--- src/sv/qte_pkg.sv ---
`timescale 1ns / 1ps

package qte_pkg;

  localparam int CMP_W = 15;
  localparam int PRD_W = 30;
  localparam int CW = 36;
  localparam int AW = 35;
  localparam int DW = 31;
  localparam int VW = 62;
  localparam int RW = 34;
  localparam int SQ_STEPS = VW / 2;

  localparam logic signed [AW-1:0] HALF_TURN = AW'(64'sd2147483648);
  localparam logic signed [AW-1:0] QUARTER_TURN = AW'(64'sd1073741824);

  localparam logic [30:0] COEF_DEG = 31'd45;
  localparam logic [30:0] COEF_RAD = 31'd1686629713;

  localparam logic [31:0] ATAN_TURNS [32] = '{
    32'h20000000, 32'h12E4051E, 32'h09FB385B, 32'h051111D4,
    32'h028B0D43, 32'h0145D7E1, 32'h00A2F61E, 32'h00517C55,
    32'h0028BE53, 32'h00145F2F, 32'h000A2F98, 32'h000517CC,
    32'h00028BE6, 32'h000145F3, 32'h0000A2FA, 32'h0000517D,
    32'h000028BE, 32'h0000145F, 32'h00000A30, 32'h00000518,
    32'h0000028C, 32'h00000146, 32'h000000A3, 32'h00000051,
    32'h00000029, 32'h00000014, 32'h0000000A, 32'h00000005,
    32'h00000003, 32'h00000001, 32'h00000001, 32'h00000000
  };

  typedef struct packed {
    logic signed [CW-1:0] yaw_y;
    logic signed [CW-1:0] yaw_x;
    logic signed [CW-1:0] roll_y;
    logic signed [CW-1:0] roll_x;
    logic signed [CW-1:0] pitch_y;
  } side_t;

endpackage

--- src/sv/qte_scale.sv ---
`timescale 1ns / 1ps

module qte_scale import qte_pkg::*; #(
  parameter int ANGLE_WIDTH = 16
) (
  input  logic                          clk,
  input  logic                          rst_n,
  input  logic                          en,
  input  logic                          deg,
  input  logic                          in_valid,
  input  logic signed [AW-1:0]          ang_in,
  output logic                          out_valid,
  output logic signed [ANGLE_WIDTH-1:0] angle_out
);

  localparam int HW = AW - 16 + 32;
  localparam int PW = 70;
  localparam logic signed [PW-1:0] SAT_HI = PW'((64'sd1 <<< (ANGLE_WIDTH - 1)) - 64'sd1);
  localparam logic signed [PW-1:0] SAT_LO = -SAT_HI - PW'(1);

  logic [30:0] coef;
  assign coef = deg ? COEF_DEG : COEF_RAD;

  // partial products
  logic signed [HW-1:0] hi_r;
  logic [46:0]          lo_r;
  logic                 v1_r;

  always_ff @(posedge clk) begin
    if (!rst_n) begin
      v1_r <= 1'b0;
    end else if (en) begin
      v1_r <= in_valid;
    end
  end

  always_ff @(posedge clk) begin
    if (en) begin
      hi_r <= $signed(ang_in[AW-1:16]) * $signed({1'b0, coef});
      lo_r <= 47'(ang_in[15:0]) * 47'(coef);
    end
  end

  // sum, round, shift
  logic signed [PW-1:0] sum, sh_r;
  logic                 v2_r;

  assign sum = (PW'(hi_r) <<< 16) + $signed(PW'(lo_r))
             + (deg ? (PW'(1) <<< 21) : (PW'(1) <<< 46));

  always_ff @(posedge clk) begin
    if (!rst_n) begin
      v2_r <= 1'b0;
    end else if (en) begin
      v2_r <= v1_r;
    end
  end

  always_ff @(posedge clk) begin
    if (en) begin
      sh_r <= deg ? (sum >>> 22) : (sum >>> 47);
    end
  end

  // saturate into the output register
  logic v3_r;
  logic signed [ANGLE_WIDTH-1:0] ang_r;

  always_ff @(posedge clk) begin
    if (!rst_n) begin
      v3_r <= 1'b0;
    end else if (en) begin
      v3_r <= v2_r;
    end
  end

  always_ff @(posedge clk) begin
    if (en) begin
      if (sh_r > SAT_HI) begin
        ang_r <= ANGLE_WIDTH'(SAT_HI);
      end else if (sh_r < SAT_LO) begin
        ang_r <= ANGLE_WIDTH'(SAT_LO);
      end else begin
        ang_r <= ANGLE_WIDTH'(sh_r);
      end
    end
  end

  assign out_valid = v3_r;
  assign angle_out = ang_r;

endmodule

--- config.mk ---
export PLATFORM = sky130hd
export DESIGN_NAME = qte_scale
export DESIGN_NICKNAME = d
export VERILOG_FILES = /design/src/sv/qte_pkg.sv /design/src/sv/qte_scale.sv
export SDC_FILE = /design/constraint.sdc
export NUM_CORES = 2
export LEC_CHECK = 0
export BUFFER_PORTS_ARGS = -buffer_cell sky130_fd_sc_hd__buf_2
export CAP_MARGIN = 20
export CORE_MARGIN = 1
export CORE_UTILIZATION = 60
export DETAILED_ROUTE_END_ITERATION = 6
export PLACE_DENSITY = 0.76
export SYNTH_ARGS = -nofsm -noshare
export SYNTH_HDL_FRONTEND = slang
export SYNTH_SLANG_ARGS = --single-unit
--- constraint.sdc ---
create_clock -name clk -period 18.7 [get_ports clk]
set_input_delay 2.805 -clock clk [delete_from_list [all_inputs] [get_ports clk]]
set_output_delay 2.805 -clock clk [all_outputs]
set_load 0.02 [all_outputs]
* Word-level counts from Yosys, hierarchy flattened
Index checks and enable logic that the tools add are counted.
Cells by class: divide/modulo/power cells 0, reductions and logical operators 0, $lt $le $gt $ge 2, multipliers 2, muxes and demuxes 4, shifts and indexed selects 0, add/sub/neg operators 2, bitwise operators 0, equality and inequality tests 0
Operators by type and width (number):
- $add A68 B48 Y69 | 1
- $add A67 B48 Y68 | 1
- $mul A19 B32 Y51 | 1
- $gt A47 B16 Y1 const B | 1
- $lt A47 B16 Y1 const B | 1
- $mul A16 B31 Y47 | 1
- $mux W47 | 1
- $mux W46 | 1
- $mux W31 | 1
- $mux W16 | 1
Storage, ports and cells: flip-flop bits (word level) 164, bits in writable memories 0, word-level logic and storage cells 17, memories kept 0, memory bits (read-only) 0, bits of input ports 40, bits in latches 0

* Logic depth before layout (Yosys ltp)
word-level depth 3, gate-level depth with buffers 29, depth with buffers taken out 28

* Worst setup path after synthesis
Ideal clock, no wire load.
path type in2reg, start point input deg, end point register lo_r[46] (data pin), required time 18.438 ns, arrival time 9.339 ns, library setup time 0.262 ns, path slack 9.099 ns, cell stages on the path 25, path through clkinv_1 clkbuf_1 clkbuf_1 nand2_1 inv_1 fa_1 inv_1 fa_1 fa_1 inv_1 fa_1 inv_1 fa_1 fa_1 inv_1 ha_1 nand4_1 or4_1 or2_0 o22ai_1 nor4_1 o31ai_1 nor4_1 nor3_1 xnor2_1
On the way: cells in the longest elaborated chain, start to end 2
RTL lines:
- start, declared | RTL line qte_scale.sv:9 | input logic deg,
- $mux W31 | RTL line qte_scale.sv:22 | assign coef = deg ? COEF_DEG : COEF_RAD;
- $mul A16 B31 Y47 | RTL line qte_scale.sv:40 | lo_r <= 47'(ang_in[15:0]) * 47'(coef);
- end signal, assigned | RTL line qte_scale.sv:40
- end, declared | RTL line qte_scale.sv:26 | logic [46:0] lo_r;
No other way between the ends. A chain may end at the register's enable or synchronous reset.

* Worst setup path after layout
start point input deg, end point register hi_r[38] (data pin)
On the way: cells in the longest elaborated chain, start to end 2
RTL lines:
- $mux W31 | RTL line qte_scale.sv:22
- $mul A19 B32 Y51 | RTL line qte_scale.sv:39 | hi_r <= $signed(ang_in[AW-1:16]) * $signed({1'b0, coef});
- end signal, assigned | RTL line qte_scale.sv:39
- end, declared | RTL line qte_scale.sv:25 | logic signed [HW-1:0] hi_r;
No other way between the ends.

==> flow_summary.toml <==
[status]
status = "completed"

[route]
wl_met1_mm = 29.0
met2WireLength_mm = 33.5
vias = 19148
drtAntennaViolNets = 0
drt_iter0_markers = 1238
top_layer_used = "met4"
met3_length_mm = 2.44
avgRoutedWirePerCell_um = 19.9
wl_mm = 67.5
firstDrtPassIters = 7
route.detailed.drc = 0
via_per_inst = 5.64

[layout]
drive_above_1_share_pct = 4.37
diodes = 0
syn_to_final_growth_pct = 5.39
regArea_mm2 = 0.00441
nNetsFinal = 3762
multiInputGateArea_mm2 = 0.0207
fill_cells = 3657

[setup_path]
worst_path_largest_cell_delay_ps = 570
crit_path_start_kind = "primary input"
cp.arrival_ps = 10500
critPathMaxFanout = 41
rrSetupSlack_ps = 14570
worst-path-buf-inv = 6
critical_path_class = "primary input to flip-flop"
cp.required_ps = 18880
path_cells = "buf_4, inv_2, buf_4, nand2_1, inv_1, ha_1, fa_1, inv_1, fa_1, inv_1, fa_1, fa_1, fa_1, ha_1, ha_1, a21oi_1, o21ai_0, a41oi_1, o221ai_1, a211oi_1, or3_1, a21oi_1, a31oi_1, xnor2_1"
cp-end-kind = "flip-flop"
crit_family = "adder cells"
worst_path_max_delay_cell = "buf_4"
cp_common_cell = "fa_1"

[synth]
synthFlopType = "edfxtp_1"
ys_warn_count = 0
syn_inst = 2749
synth-edff-count = 145
ys_seq_area_share_pct = 15.9
synth.distinct_cells = 72
synthArstFlopShare_pct = 0
post_synth.cell_area_avg_um2 = 10.1
ys_seq_elements = 148
yosys.area.top_type_share_pct = 30.5
synthTopCellsByArea = "fa_1 31%, ha_1 23%, edfxtp_1 16%"
syn-cell-area_mm2 = 0.0278
synth_top_area_cell = "fa_1"

[placed_design]
dpl.hpwl_mm = 59.4
pre_cts_ws_ps = 7920
port_buffers = 56
gp_congestion = 0.966

[cts]
clock_latency_ps = 440
clk_pin_slew_worst_paths_ps = 60
cts_made_buffers = 17
hold_buffers = 0
cts.repair.resized = 0
post_cts_buffers = 0
clockRootBuffer = "clkbuf_16"
cts.sinks = 148
clock_path_buffers = 2
cts_tree = "yes"
htree_levels = 4

[floorplan]
die_w_um = 217
ioPinCount = 57
start_util_pct = 61.0
die_area_mm2 = 0.0471
rows = 78
core_mm2 = 0.0455
die_h_um = 217

[timing]
finClkSkew_ps = 11.9
post-route-period-util_pct = 55.2
fmaxAchievable_mhz = 96.9
max_slew_margin_pct = 27.0
setup_viol = 0
worst_slew_pin_slew_ps = 1090
rsz0062_at_grt = "no"
finalWorstPathRequiredPeriod_ps = 10320
fin_ws_ps = 8380
finalSetupTns_ps = 0
finalHoldViolCount = 0
slew_viol_final = 0

[grt]
grt_pass1_wl_mm = 110
grt_max_degree = 79
overflow = 0
grt_pass1_vias = 20894
track_usage_pct = 30.3
antenna_found_initial = 0

[flow_run]
maxCapViolCount = 0

[worst_hold_path]
hold_class = "flip-flop to flip-flop"
==> worst reg2reg max path: stages (launching register included) <==
cell	delay, ps
edfxtp_1	390
ha_1	320
ha_1	300
a41o_1	240
a2111oi_4	400
o21ai_0	370
a21oi_1	500
nor3_4	150
o2111ai_1	460
nor2_1	100
xnor2_1	370
mux2i_1	230
==> cell type report <==
| cell class | count | area share (%) |
|---|---|---|
| clock inverters | 14 | 0.577 |
| inverters | 660 | 8.47 |
| flip-flops and latches | 148 | 15.1 |
| well taps | 600 | 2.57 |
| repair buffers | 62 | 1.14 |
| clock buffers | 18 | 1.47 |
| multi-input cells | 1892 | 70.7 |
==> sequential cells by signal, summed over array words and instances, names as in the netlist <==
register / count
sh_r: 47
v1_r: 1
lo_r: 31
hi_r: 51
out_valid: 1
angle_out: 16
v2_r: 1
==> synthesized netlist by cell type (10+ instances only) <==
cell type and instances:
nor4_1 11, nand2_1 162, xor2_1 48, ha_1 518, nand4_1 38, o211ai_1 12
nor2b_1 21, a31oi_1 12, inv_1 659, and3_1 10, o21ai_0 70, nor3_1 20
clkbuf_1 54, and2_1 22, nand3_1 19, or2_2 10, a21o_1 57, edfxtp_1 145
a211oi_1 13, nor2_1 79, fa_1 423, a21oi_1 137, nand2b_1 14, xnor2_1 77
==> final timing paths <==
check        cells past startpoint              start                          to
min                              2  sh_r[8]$_DFFE_PP_  angle_out[8]$_SDFFCE_PN1P_
min reg2reg                      2  sh_r[8]$_DFFE_PP_  angle_out[8]$_SDFFCE_PN1P_
max reg2reg                     11  hi_r[2]$_DFFE_PP_          sh_r[12]$_DFFE_PP_
max                             24                deg          hi_r[38]$_DFFE_PP_
==> layer usage <==
metal  global-route usage, %  vias to the layer above
li1                        -                     8992
met4                    11.4                        0
met2                    52.8                      465
met1                    38.8                     9558
met5                       0                        -
met3                    3.19                      133
==> kinds of logic (layout without fill, tap and decap cells) <==
group           count (synthesis)  in the layout  synth area share [%]
mux                             7              7                 0.252
compound gates                376            376                  8.66
buf+inv                       719            754                  9.76
flops                         148            148                  15.9
fa+ha+maj                     941            941                  53.8
xor+xnor                      125            125                  3.94
simple gates                  431            431                  7.62
other cells                     2             12                0.0270
==> cell usage in the layout, fill, tap and decap left out, types with 22 or more instances in the layout <==
master | Yosys | final
inv_1 | 659 | 659
ha_1 | 518 | 518
fa_1 | 423 | 423
nand2_1 | 162 | 162
edfxtp_1 | 145 | 145
a21oi_1 | 137 | 137
nor2_1 | 79 | 79
xnor2_1 | 77 | 77
o21ai_0 | 70 | 70
a21o_1 | 57 | 57
buf_2 | 2 | 54
xor2_1 | 48 | 48
nand4_1 | 38 | 38
and2_1 | 22 | 22
==> through the flow <==
step | area, um2 | util, % | hold slack [ps] | std cells
2_1_floorplan | 27800 | - | 482 | 2759
3_3_place_gp | 28700 | 63.0 | 497 | 3361
3_5_place_dp | 28700 | 63.0 | 502 | 3361
4_1_cts | 29300 | 64.3 | 520 | 3393
5_1_grt | 29300 | 64.3 | 538 | 3394
6_report | 29300 | 64.3 | 518 | 3394
Power is left out: the tool's default activity adds up to more than one toggle a clock period on the data nets, which glitch-free logic cannot reach.
